--- src/rtl/battery_voltage_filter_soc_defines.svh ---
// ----------------------------------------------------------------------------
// Battery voltage filter assertion macros
// Concurrent checks on clk_i; compiled out when SYNTHESIS is defined.
// ----------------------------------------------------------------------------
`ifndef BATTERY_VOLTAGE_FILTER_SOC_DEFINES_SVH
`define BATTERY_VOLTAGE_FILTER_SOC_DEFINES_SVH

`ifndef SYNTHESIS
// Check that is ignored while reset is asserted.
`define BVF_ASSERT(name, prop, msg) \
  name: assert property (@(posedge clk_i) disable iff (!rst_ni) (prop)) \
    else $error(msg);
// Check that holds through reset as well.
`define BVF_ASSERT_ALWAYS(name, prop, msg) \
  name: assert property (@(posedge clk_i) (prop)) else $error(msg);
`else
`define BVF_ASSERT(name, prop, msg)
`define BVF_ASSERT_ALWAYS(name, prop, msg)
`endif

`endif

--- src/rtl/bvf_pkg.sv ---
// ----------------------------------------------------------------------------
// bvf_pkg
// Shared widths, discharge curve table and types of the battery voltage filter.
// ----------------------------------------------------------------------------
`default_nettype none

package bvf_pkg;

  // Field widths
  localparam int unsigned ADC_W     = 12;
  localparam int unsigned MON_W     = 15;
  localparam int unsigned SCALE_W   = 16;
  localparam int unsigned OFFSET_W  = 12;
  localparam int unsigned ALPHA_W   = 16;
  localparam int unsigned FMV_W     = 15;
  localparam int unsigned PCT_W     = 7;

  // Fixed point: millivolts with 8 fraction bits
  localparam int unsigned FRAC_W    = 8;
  localparam int unsigned LEVEL_W   = 24;
  localparam int unsigned READING_W = 23;
  localparam int unsigned RAW_W     = 26;
  localparam int unsigned SCALE_SHIFT = 4;  // Q4.12 times mV -> mV Q.8

  localparam logic [MON_W-1:0]     MON_MIN_MV  = 15'd1000;
  localparam logic signed [RAW_W-1:0] WIN_LOW_Q8  = 26'sd256000;
  localparam logic signed [RAW_W-1:0] WIN_HIGH_Q8 = 26'sd5120000;
  localparam logic [PCT_W-1:0]     PCT_MAX     = 7'd100;

  // Register reset values
  localparam logic [SCALE_W-1:0]  SCALE_RST  = 16'd16384;
  localparam logic [OFFSET_W-1:0] OFFSET_RST = 12'd0;
  localparam logic [ALPHA_W-1:0]  ALPHA_RST  = 16'd3277;

  // Register map, word index
  typedef enum logic [1:0] {
    REG_SCALE  = 2'd0,
    REG_OFFSET = 2'd1,
    REG_ALPHA  = 2'd2
  } reg_idx_e;

  // Queue between front and back
  localparam int unsigned QUEUE_DEPTH = 2;

  // 3S Li-ion discharge curve, descending voltage
  localparam int unsigned CURVE_POINTS = 14;
  localparam int unsigned PT_W  = $clog2(CURVE_POINTS);
  localparam int unsigned MV_W  = 14;
  localparam logic [MV_W-1:0] CURVE_MV [CURVE_POINTS] = '{
    14'd12600, 14'd12450, 14'd12300, 14'd12150, 14'd12000, 14'd11800, 14'd11600,
    14'd11400, 14'd11200, 14'd11000, 14'd10800, 14'd10500, 14'd10200, 14'd9900
  };
  localparam logic [PCT_W-1:0] CURVE_PCT [CURVE_POINTS] = '{
    7'd100, 7'd95, 7'd90, 7'd80, 7'd70, 7'd60, 7'd50,
    7'd40,  7'd30, 7'd20, 7'd15, 7'd10, 7'd5,  7'd0
  };

  // Segment arithmetic bounds for this curve
  localparam int unsigned SPAN_W = 9;   // widest segment: 300 mV
  localparam int unsigned DP_W   = 4;   // largest step: 10 %
  localparam int unsigned QUO_W  = 4;   // quotient never exceeds the step
  localparam int unsigned OFF_W  = SPAN_W + FRAC_W;
  localparam int unsigned NUM_W  = OFF_W + DP_W;
  localparam int unsigned DEN_W  = OFF_W + QUO_W - 1;

  typedef struct packed {
    logic                 accepted;
    logic                 used_monitor;
    logic [READING_W-1:0] reading;
  } reading_t;

  typedef struct packed {
    logic [SCALE_W-1:0]         scale;
    logic signed [OFFSET_W-1:0] offset;
    logic [ALPHA_W-1:0]         alpha;
  } cfg_t;

endpackage

`default_nettype wire

--- src/rtl/bvf_front.sv ---
// ----------------------------------------------------------------------------
// bvf_front
// Input stage: picks the voltage source, scales the ADC value, window check.
// ----------------------------------------------------------------------------
`default_nettype none

module bvf_front import bvf_pkg::*; (
  input  wire logic             clk_i,
  input  wire logic             rst_ni,
  input  wire logic             in_valid_i,
  output logic                  in_stall_o,
  input  wire logic [ADC_W-1:0] adc_millivolts_i,
  input  wire logic             monitor_valid_i,
  input  wire logic [MON_W-1:0] monitor_millivolts_i,
  input  wire cfg_t             cfg_i,
  input  wire logic             q_full_i,
  output logic                  q_push_o,
  output reading_t              q_data_o
);

  localparam int unsigned PROD_W = ADC_W + SCALE_W;
  localparam int unsigned SC_W   = PROD_W - SCALE_SHIFT;

  logic             hold_valid_q, hold_valid_d;
  logic [ADC_W-1:0] adc_q;
  logic             mvalid_q;
  logic [MON_W-1:0] mon_q;
  logic             accept;

  logic [PROD_W-1:0]       scaled_full;
  logic signed [RAW_W-1:0] adc_raw;
  logic signed [RAW_W-1:0] mon_raw;
  logic signed [RAW_W-1:0] raw;
  logic                    use_mon;

  assign in_stall_o   = hold_valid_q & q_full_i;
  assign accept       = in_valid_i & ~in_stall_o;
  assign q_push_o     = hold_valid_q & ~q_full_i;
  assign hold_valid_d = accept | (hold_valid_q & ~q_push_o);

  always_ff @(posedge clk_i or negedge rst_ni) begin
    if (!rst_ni) begin
      hold_valid_q <= 1'b0;
    end else begin
      hold_valid_q <= hold_valid_d;
    end
  end

  always_ff @(posedge clk_i) begin
    if (accept) begin
      adc_q    <= adc_millivolts_i;
      mvalid_q <= monitor_valid_i;
      mon_q    <= monitor_millivolts_i;
    end
  end

  // Q4.12 ratio times mV, floored into mV Q.8, then the offset
  assign scaled_full = adc_q * cfg_i.scale;
  assign adc_raw = $signed({{(RAW_W-SC_W){1'b0}}, scaled_full[PROD_W-1:SCALE_SHIFT]})
                 + (RAW_W'(cfg_i.offset) <<< FRAC_W);
  assign mon_raw = $signed({{(RAW_W-MON_W-FRAC_W){1'b0}}, mon_q, {FRAC_W{1'b0}}});

  assign use_mon = mvalid_q & (mon_q > MON_MIN_MV);
  assign raw     = use_mon ? mon_raw : adc_raw;

  assign q_data_o.accepted     = (raw >= WIN_LOW_Q8) && (raw <= WIN_HIGH_Q8);
  assign q_data_o.used_monitor = use_mon;
  assign q_data_o.reading      = raw[READING_W-1:0];

endmodule

`default_nettype wire

--- src/rtl/bvf_queue.sv ---
// ----------------------------------------------------------------------------
// bvf_queue
// Small FIFO of classified readings between the front and back stages.
// ----------------------------------------------------------------------------
`default_nettype none

`include "battery_voltage_filter_soc_defines.svh"

module bvf_queue import bvf_pkg::*; #(
  parameter int unsigned DEPTH = QUEUE_DEPTH
) (
  input  wire logic     clk_i,
  input  wire logic     rst_ni,
  input  wire logic     push_i,
  input  wire reading_t data_i,
  output logic          full_o,
  input  wire logic     pop_i,
  output logic          valid_o,
  output reading_t      data_o
);

  localparam int unsigned PTR_W = (DEPTH > 1) ? $clog2(DEPTH) : 1;
  localparam int unsigned CNT_W = $clog2(DEPTH + 1);

  reading_t           mem_q [DEPTH];
  logic [PTR_W-1:0]   wr_ptr_q, wr_ptr_d;
  logic [PTR_W-1:0]   rd_ptr_q, rd_ptr_d;
  logic [CNT_W-1:0]   cnt_q, cnt_d;

  assign full_o  = (cnt_q == CNT_W'(DEPTH));
  assign valid_o = (cnt_q != '0);
  assign data_o  = mem_q[rd_ptr_q];

  always_comb begin
    wr_ptr_d = wr_ptr_q;
    rd_ptr_d = rd_ptr_q;
    if (push_i) begin
      wr_ptr_d = (wr_ptr_q == PTR_W'(DEPTH - 1)) ? '0 : wr_ptr_q + PTR_W'(1);
    end
    if (pop_i) begin
      rd_ptr_d = (rd_ptr_q == PTR_W'(DEPTH - 1)) ? '0 : rd_ptr_q + PTR_W'(1);
    end
    cnt_d = cnt_q + CNT_W'(push_i) - CNT_W'(pop_i);
  end

  always_ff @(posedge clk_i or negedge rst_ni) begin
    if (!rst_ni) begin
      wr_ptr_q <= '0;
      rd_ptr_q <= '0;
      cnt_q    <= '0;
    end else begin
      wr_ptr_q <= wr_ptr_d;
      rd_ptr_q <= rd_ptr_d;
      cnt_q    <= cnt_d;
    end
  end

  always_ff @(posedge clk_i) begin
    if (push_i) begin
      mem_q[wr_ptr_q] <= data_i;
    end
  end

  `BVF_ASSERT(a_cnt_bound, cnt_q <= CNT_W'(DEPTH), "queue count above depth")
  `BVF_ASSERT(a_no_overflow, push_i |-> !full_o, "push into full queue")
  `BVF_ASSERT(a_no_underflow, pop_i |-> valid_o, "pop from empty queue")

endmodule

`default_nettype wire

--- src/rtl/bvf_back.sv ---
// ----------------------------------------------------------------------------
// bvf_back
// Sequencer: EMA update, curve segment lookup, interpolation and result reg.
// ----------------------------------------------------------------------------
`default_nettype none

`include "battery_voltage_filter_soc_defines.svh"

module bvf_back import bvf_pkg::*; (
  input  wire logic              clk_i,
  input  wire logic              rst_ni,
  input  wire logic              q_valid_i,
  input  wire reading_t          q_data_i,
  output logic                   q_pop_o,
  input  wire cfg_t              cfg_i,
  output logic                   out_valid_o,
  input  wire logic              out_stall_i,
  output logic                   reading_accepted_o,
  output logic                   used_monitor_o,
  output logic [FMV_W-1:0]       filtered_millivolts_o,
  output logic [PCT_W-1:0]       charge_percent_o
);

  localparam logic [2:0] ST_IDLE  = 3'd0;
  localparam logic [2:0] ST_MUL   = 3'd1;
  localparam logic [2:0] ST_ADD   = 3'd2;
  localparam logic [2:0] ST_SEG   = 3'd3;
  localparam logic [2:0] ST_SCALE = 3'd4;
  localparam logic [2:0] ST_DIV   = 3'd5;
  localparam logic [2:0] ST_OUT   = 3'd6;

  localparam int unsigned DIFF_W = LEVEL_W + 2;
  localparam int unsigned PROD_W = DIFF_W + ALPHA_W + 1;
  localparam int unsigned SUM_W  = PROD_W - ALPHA_W;
  localparam int unsigned STEP_W = $clog2(QUO_W);

  logic [2:0]          state_q, state_d;
  logic [LEVEL_W-1:0]  f_q, f_d;
  logic [PCT_W-1:0]    pct_q, pct_d;
  logic                out_valid_q, out_valid_d;
  logic [STEP_W-1:0]   step_q, step_d;
  logic                out_load;

  reading_t                 item_q;
  logic signed [PROD_W-1:0] prod_q;
  logic [OFF_W-1:0]         off_q;
  logic [SPAN_W-1:0]        span_q;
  logic [DP_W-1:0]          dp_q;
  logic [PCT_W-1:0]         base_q;
  logic [NUM_W-1:0]         rem_q;
  logic [DEN_W-1:0]         den_q;
  logic [QUO_W-1:0]         quo_q;

  logic signed [DIFF_W-1:0] diff;
  logic signed [PROD_W-1:0] prod;
  logic signed [SUM_W-1:0]  f_sum;
  logic [PT_W-1:0]          seg, seg_lo;
  logic [LEVEL_W-1:0]       lvl_off;
  logic                     at_top, at_bottom;
  logic [NUM_W-1:0]         num;
  logic                     ge;
  logic [NUM_W-1:0]         rem_nxt;
  logic [QUO_W-1:0]         quo_nxt;

  // f + ((r - f) * alpha) >>> 16 equals the two-term weighted sum, floored
  assign diff  = $signed({2'b00, 1'b0, item_q.reading}) - $signed({2'b00, f_q});
  assign prod  = diff * $signed({1'b0, cfg_i.alpha});
  assign f_sum = $signed({{(SUM_W-LEVEL_W){1'b0}}, f_q}) + prod_q[PROD_W-1:ALPHA_W];

  // Curve segment: first one from the top whose low end is at or below f
  always_comb begin
    seg = '0;
    for (int i = CURVE_POINTS - 2; i >= 0; i--) begin
      if (f_q >= LEVEL_W'({CURVE_MV[i+1], {FRAC_W{1'b0}}})) begin
        seg = PT_W'(i);
      end
    end
  end

  assign seg_lo    = seg + PT_W'(1);
  assign lvl_off   = f_q - LEVEL_W'({CURVE_MV[seg_lo], {FRAC_W{1'b0}}});
  assign at_top    = f_q >= LEVEL_W'({CURVE_MV[0], {FRAC_W{1'b0}}});
  assign at_bottom = f_q <= LEVEL_W'({CURVE_MV[CURVE_POINTS-1], {FRAC_W{1'b0}}});
  assign num       = off_q * dp_q;

  // Restoring divide, one quotient bit per cycle
  assign ge      = NUM_W'(den_q) <= rem_q;
  assign rem_nxt = ge ? rem_q - NUM_W'(den_q) : rem_q;
  assign quo_nxt = {quo_q[QUO_W-2:0], ge};

  always_comb begin
    state_d     = state_q;
    f_d         = f_q;
    pct_d       = pct_q;
    step_d      = step_q;
    out_valid_d = out_valid_q & out_stall_i;
    q_pop_o     = 1'b0;
    out_load    = 1'b0;
    unique case (state_q)
      ST_IDLE: begin
        if (q_valid_i) begin
          q_pop_o = 1'b1;
          state_d = q_data_i.accepted ? ST_MUL : ST_OUT;
        end
      end
      ST_MUL: state_d = ST_ADD;
      ST_ADD: begin
        f_d     = f_sum[LEVEL_W-1:0];
        state_d = ST_SEG;
      end
      ST_SEG: begin
        if (at_top) begin
          pct_d   = PCT_MAX;
          state_d = ST_OUT;
        end else if (at_bottom) begin
          pct_d   = '0;
          state_d = ST_OUT;
        end else begin
          state_d = ST_SCALE;
        end
      end
      ST_SCALE: begin
        step_d  = STEP_W'(QUO_W - 1);
        state_d = ST_DIV;
      end
      ST_DIV: begin
        step_d = step_q - STEP_W'(1);
        if (step_q == '0) begin
          pct_d   = base_q + PCT_W'(quo_nxt);
          state_d = ST_OUT;
        end
      end
      ST_OUT: begin
        if (!out_valid_q || !out_stall_i) begin
          out_load    = 1'b1;
          out_valid_d = 1'b1;
          state_d     = ST_IDLE;
        end
      end
      default: state_d = ST_IDLE;
    endcase
  end

  always_ff @(posedge clk_i or negedge rst_ni) begin
    if (!rst_ni) begin
      state_q     <= ST_IDLE;
      f_q         <= '0;
      pct_q       <= '0;
      step_q      <= '0;
      out_valid_q <= 1'b0;
    end else begin
      state_q     <= state_d;
      f_q         <= f_d;
      pct_q       <= pct_d;
      step_q      <= step_d;
      out_valid_q <= out_valid_d;
    end
  end

  always_ff @(posedge clk_i) begin
    if (q_pop_o) begin
      item_q <= q_data_i;
    end
    if (state_q == ST_MUL) begin
      prod_q <= prod;
    end
    if (state_q == ST_SEG) begin
      off_q  <= lvl_off[OFF_W-1:0];
      span_q <= SPAN_W'(CURVE_MV[seg] - CURVE_MV[seg_lo]);
      dp_q   <= DP_W'(CURVE_PCT[seg] - CURVE_PCT[seg_lo]);
      base_q <= CURVE_PCT[seg_lo];
    end
    if (state_q == ST_SCALE) begin
      rem_q <= num;
      den_q <= {span_q, {FRAC_W{1'b0}}, {(QUO_W-1){1'b0}}};
      quo_q <= '0;
    end
    if (state_q == ST_DIV) begin
      rem_q <= rem_nxt;
      den_q <= den_q >> 1;
      quo_q <= quo_nxt;
    end
    if (out_load) begin
      reading_accepted_o    <= item_q.accepted;
      used_monitor_o        <= item_q.used_monitor;
      filtered_millivolts_o <= f_q[FRAC_W+FMV_W-1:FRAC_W];
      charge_percent_o      <= pct_q;
    end
  end

  assign out_valid_o = out_valid_q;

  `BVF_ASSERT(a_pct_range, pct_q <= PCT_MAX, "charge percent above 100")
  `BVF_ASSERT(a_level_range, f_q[LEVEL_W-1] == 1'b0, "filter level out of range")
  `BVF_ASSERT(a_div_nonzero, (state_q == ST_DIV) |-> (den_q != '0), "zero divisor step")

endmodule

`default_nettype wire

--- src/rtl/battery_voltage_filter_soc.sv ---
// ----------------------------------------------------------------------------
// battery_voltage_filter_soc
// Battery voltage EMA filter with piecewise-linear state-of-charge mapping.
// ----------------------------------------------------------------------------
// Usage:
//  - Input channel (in_valid_i / in_stall_o): one request per reading with the
//    ADC millivolts and optional monitor voltage. Accepted on a clock edge with
//    valid high and stall low.
//  - Output channel (out_valid_o / out_stall_i): exactly one result per
//    request, in order: window pass flag, selected source, filtered mV and
//    charge percent. The result register holds while out_stall_i is high.
//  - APB port sets divider scale (0x0), divider offset (0x4), EMA alpha (0x8).
//    Write only while the block is idle.
//  - A rejected reading skips the EMA update, curve lookup and quotient loop.
//  - The back-end sequencer handles one reading at a time: one shared EMA
//    multiply, a curve lookup and a 4-step quotient loop.
//  - A 2-entry queue lets the front take new requests while the back works;
//    with the output stalled the queue fills and then in_stall_o rises.
//  - Reset: filter level and percent clear to zero, registers take defaults.
// ----------------------------------------------------------------------------
`default_nettype none

module battery_voltage_filter_soc import bvf_pkg::*; #(
  parameter int unsigned QDEPTH = QUEUE_DEPTH
) (
  input  wire logic              clk_i,
  input  wire logic              rst_ni,
  // Input channel
  input  wire logic              in_valid_i,
  output logic                   in_stall_o,
  input  wire logic [ADC_W-1:0]  adc_millivolts_i,
  input  wire logic              monitor_valid_i,
  input  wire logic [MON_W-1:0]  monitor_millivolts_i,
  // Output channel
  output logic                   out_valid_o,
  input  wire logic              out_stall_i,
  output logic                   reading_accepted_o,
  output logic                   used_monitor_o,
  output logic [FMV_W-1:0]       filtered_millivolts_o,
  output logic [PCT_W-1:0]       charge_percent_o,
  // APB configuration port
  input  wire logic              psel,
  input  wire logic              penable,
  input  wire logic              pwrite,
  input  wire logic [3:0]        paddr,
  input  wire logic [31:0]       pwdata,
  output logic [31:0]            prdata,
  output logic                   pready
);

  // Configuration registers
  logic [SCALE_W-1:0]  scale_q;
  logic [OFFSET_W-1:0] offset_q;
  logic [ALPHA_W-1:0]  alpha_q;
  logic                wr_en;
  cfg_t                cfg;

  // Front to queue to back
  logic     push, q_full, q_valid, pop;
  reading_t push_data, pop_data;

  assign pready = 1'b1;
  assign wr_en  = psel & penable & pwrite & pready;

  always_ff @(posedge clk_i or negedge rst_ni) begin
    if (!rst_ni) begin
      scale_q  <= SCALE_RST;
      offset_q <= OFFSET_RST;
      alpha_q  <= ALPHA_RST;
    end else if (wr_en) begin
      // word index in paddr[3:2]; unmapped index is dropped
      unique case (paddr[3:2])
        REG_SCALE:  scale_q  <= pwdata[SCALE_W-1:0];
        REG_OFFSET: offset_q <= pwdata[OFFSET_W-1:0];
        REG_ALPHA:  alpha_q  <= pwdata[ALPHA_W-1:0];
        default: ;
      endcase
    end
  end

  always_comb begin
    unique case (paddr[3:2])
      REG_SCALE:  prdata = {{(32-SCALE_W){1'b0}}, scale_q};
      REG_OFFSET: prdata = {{(32-OFFSET_W){1'b0}}, offset_q};
      REG_ALPHA:  prdata = {{(32-ALPHA_W){1'b0}}, alpha_q};
      default:    prdata = '0;
    endcase
  end

  assign cfg.scale  = scale_q;
  assign cfg.offset = $signed(offset_q);
  assign cfg.alpha  = alpha_q;

  // Source select, scaling and window check
  bvf_front u_front (
    .clk_i                (clk_i),
    .rst_ni               (rst_ni),
    .in_valid_i           (in_valid_i),
    .in_stall_o           (in_stall_o),
    .adc_millivolts_i     (adc_millivolts_i),
    .monitor_valid_i      (monitor_valid_i),
    .monitor_millivolts_i (monitor_millivolts_i),
    .cfg_i                (cfg),
    .q_full_i             (q_full),
    .q_push_o             (push),
    .q_data_o             (push_data)
  );

  bvf_queue #(
    .DEPTH (QDEPTH)
  ) u_queue (
    .clk_i   (clk_i),
    .rst_ni  (rst_ni),
    .push_i  (push),
    .data_i  (push_data),
    .full_o  (q_full),
    .pop_i   (pop),
    .valid_o (q_valid),
    .data_o  (pop_data)
  );

  // Filter update, percent mapping and result register
  bvf_back u_back (
    .clk_i                 (clk_i),
    .rst_ni                (rst_ni),
    .q_valid_i             (q_valid),
    .q_data_i              (pop_data),
    .q_pop_o               (pop),
    .cfg_i                 (cfg),
    .out_valid_o           (out_valid_o),
    .out_stall_i           (out_stall_i),
    .reading_accepted_o    (reading_accepted_o),
    .used_monitor_o        (used_monitor_o),
    .filtered_millivolts_o (filtered_millivolts_o),
    .charge_percent_o      (charge_percent_o)
  );

endmodule

`default_nettype wire

--- config.mk ---
export PLATFORM = sky130hd
export DESIGN_NAME = battery_voltage_filter_soc
export DESIGN_NICKNAME = d
export VERILOG_FILES = /design/src/rtl/bvf_pkg.sv /design/src/rtl/bvf_front.sv /design/src/rtl/bvf_queue.sv /design/src/rtl/bvf_back.sv /design/src/rtl/battery_voltage_filter_soc.sv
export VERILOG_INCLUDE_DIRS = /design/src /design/src/rtl
export SDC_FILE = /design/constraint.sdc
export NUM_CORES = 2
export LEC_CHECK = 0
export BUFFER_PORTS_ARGS = -buffer_cell sky130_fd_sc_hd__buf_2
export CAP_MARGIN = 20
export CORE_MARGIN = 8
export CORE_UTILIZATION = 60
export DETAILED_ROUTE_END_ITERATION = 8
export GPL_TIMING_DRIVEN = 1
export MAX_ROUTING_LAYER = met4
export PLACE_DENSITY = 0.77
export SETUP_SLACK_MARGIN = 0.05
export SLEW_MARGIN = 10
export SYNTH_ARGS = -nofsm -noshare
export SYNTH_HDL_FRONTEND = slang
export SYNTH_HIERARCHICAL = 1
export SYNTH_SLANG_ARGS = --single-unit
--- constraint.sdc ---
create_clock -name clk_i -period 10.2 [get_ports clk_i]
set_input_delay 1.02 -clock clk_i [delete_from_list [all_inputs] [get_ports clk_i]]
set_output_delay 1.02 -clock clk_i [all_outputs]
set_load 0.01 [all_outputs]
==> out/qor.yml <==
yosysWarningCount: 6
n_antenna_cell: 0
initial_core_util_pct: 60.3
yosysTopAreaCellShare_pct: 27.6
portBuffers: 94
drt_iter0_markers: 1938
n_fill_cell: 5333
grt_pass1_wl_mm: 159
die_h_um: 275
synth_edf_count: 230
cts.path.max_buffers: 3
relSlewSlack_pct: 30.5
drive_gt1_share_pct: 8.60
worstPathMaxFanout: 32
regArea_mm2: 0.00909
fmax_mhz: 104
cts_setup_buffers: 0
synth_compound_gate_area_share_pct: 9.48
clkTransAtPathRegs_ps: 60
cts_resized: 0
ant_nets: 0
grt_overflow: 0
routed_wl_mm: 98.2
die-area_mm2: 0.0757
worst-setup-path-type: "reg2reg"
vias: 29500
layout.cells.non_filler: 5127
critPathLaunchType: "register"
final-max-slew-violation-count: 0
clock-sinks: 317
hold_viol: 0
ys_ff_latch: 317
hp-class: "in2async"
cp_common_cell: "fa_1"
synthDistinctLibCells: 111
syn_to_final_growth_pct: 6.33
synthMuxAreaShare_pct: 2.85
synth_top_family_by_area: "adder cells"
drc: 0
period_share_pct: 94.5
gp_congestion: 0.926
cts_hold_buf: 0
wl_per_cell_um: 19.1
multiInputGateArea_mm2: 0.0275
cp_data_arrival_time_ps: 9930
cp_slowest_stage_delay_ps: 600
synth.area.top_cells: "fa_1 28%, edfxtp_1 17%, ha_1 9.3%, inv_1 7.2%, nand2_1 5.0%"
grt_setup_unrepaired: "false"
place_hpwl_mm: 75.8
worst_slew_pin_slew_ps: 1040
synthAdderAreaFrac_pct: 36.9
synth_xor_area_share_pct: 3.38
cts_buffers: 37
worstSetupEndpointType: "register"
layout.nets: 5151
finalClockSkew_ps: 29.7
grt_start_max_net_pins: 67
antenna_found_initial: 1
rrSetupSlack_ps: 570
synth_area_per_cell_um2: 9.60
track_usage_pct: 27.2
ys_seq_area_share_pct: 22.6
outcome: "completed"
first_global_vias: 30700
synth_top_cell_by_area: "fa_1"
yosys.area_share.simple_pct: 15.5
synthFlopType: "edfxtp_1"
firstDrtPassIters: 6
tns_ps: 0
clock_latency_ps: 560
via_per_inst: 5.75
rows: 95
r2r_start: "u_back/f_q[1]"
crit_path_top_delay_cell: "fa_1"
cts_max_level: 2
synth-async-reset-ratio_pct: 27.1
reg2reg_depth: 31
cts_root_buf: "clkbuf_16"
critPathRequiredTime_ps: 10490
maxCapViolations: 0
synth_common_cells: "768 x inv_1, 555 x fa_1, 541 x nand2_1, 300 x ha_1, 248 x and2_1"
ioPinCount: 130
yosysMostFrequentCell: "inv_1"
r2r-end: "u_back/prod_q[39]"
setup_violations: 0
synthesis.area_mm2: 0.0403
fin_crit_ps: 9630
cts_tree: "done"
dpl.cell_count: 5058
synth_cells: 4194
core_area_mm2: 0.0668
die_w_um: 275
[worst max path at each step]
stage | startpoint | to | slack, ps | cells past startpoint
floorplan | u_back/f_q[1] | u_back/prod_q[39] | 1820 | 31
global placement | u_back/f_q[1] | u_back/prod_q[39] | 880 | 31
detailed placement | u_back/f_q[1] | u_back/prod_q[39] | 690 | 31
CTS | u_back/f_q[1] | u_back/prod_q[39] | 600 | 31
global route | u_back/f_q[1] | u_back/prod_q[39] | 110 | 31
finish | u_back/f_q[1] | u_back/prod_q[39] | 570 | 31
[flip-flops by register name (all words and copies together), names as in the netlist, 7 cells and up]
signal,flops
u_back/pct_q,7
u_back/off_q,17
u_back/charge_percent_o,7
u_back/item_q,25
offset_q,12
u_back/prod_q,24
u_back/span_q,8
alpha_q,16
u_back/den_q,20
u_back/base_q,7
scale_q,16
u_queue/mem_q,50
u_front/mon_q,15
u_back/filtered_millivolts_o,15
u_back/rem_q,21
u_front/adc_q,12
u_back/f_q,24
[cells by family (layout without fill, tap and decap cells)]
logic type,count (synthesis),after routing
AND/OR/NAND/NOR,1259,1259
XOR/XNOR,152,152
flip-flops,317,317
other,2,17
adder cells (fa/ha/maj),855,855
buffers and inverters,954,999
AO/OA/AOI/OAI,560,560
multiplexers,95,95
[layout make-up]
cell class | instances | share of cell area (%)
clock buffers | 54 | 2.48
clock inverters | 14 | 0.374
inverters | 771 | 6.76
multi-input cells | 2938 | 64.3
flip-flops and latches | 317 | 21.2
well taps | 873 | 2.55
repair buffers | 160 | 2.29
[per-layer routing]
metal,global-route usage [%],part of all wire [%],vias to the layer above
li1,-,-,13500
met1,34.3,41,14500
met2,45.1,48,1167
met3,4.37,7.8,224
met4,8.10,3.1,0
met5,-,0,-
[cell usage in the layout (no fill, tap or decap), drive strengths merged, types with 44 or more instances in the layout]
master  netlist  routed
and2        251     251
a21oi       114     114
dfrtp        78      78
fa          555     555
ha          300     300
mux2         71      71
nand3        49      49
edfxtp      230     230
o21ai       158     158
inv         771     772
nor2b        62      62
xnor2        94      94
xor2         56      56
nor2        146     146
clkbuf      137      54
buf          46     160
a21o         44      44
nand2       543     543
[through the flow]
stage               util (%)  setup WS (ps)  cell area [µm²]  hold WS (ps)
floorplan                  -           1820            40300           400
global placement        62.2            882            41600           437
detailed placement      62.2            693            41600           428
CTS                     64.1            603            42800           327
global route            64.1            115            42800           352
finish                  64.1            566            42800           349
[worst max-delay path, delay by kind of cell, from the launching register on]
| family | cells | cell delay [ps] |
|---|---|---|
| AOI/OAI and AO/OA | 13 | 3070 |
| DFF | 1 | 480 |
| and+or+nand+nor | 4 | 1120 |
| xor gates and xnor gates | 1 | 370 |
| adders and majority gates | 8 | 3810 |
| buffers and inverters | 5 | 520 |
Power is not shown: default switching activity piles up to over one toggle a cycle in this logic, so the estimate is an artifact.
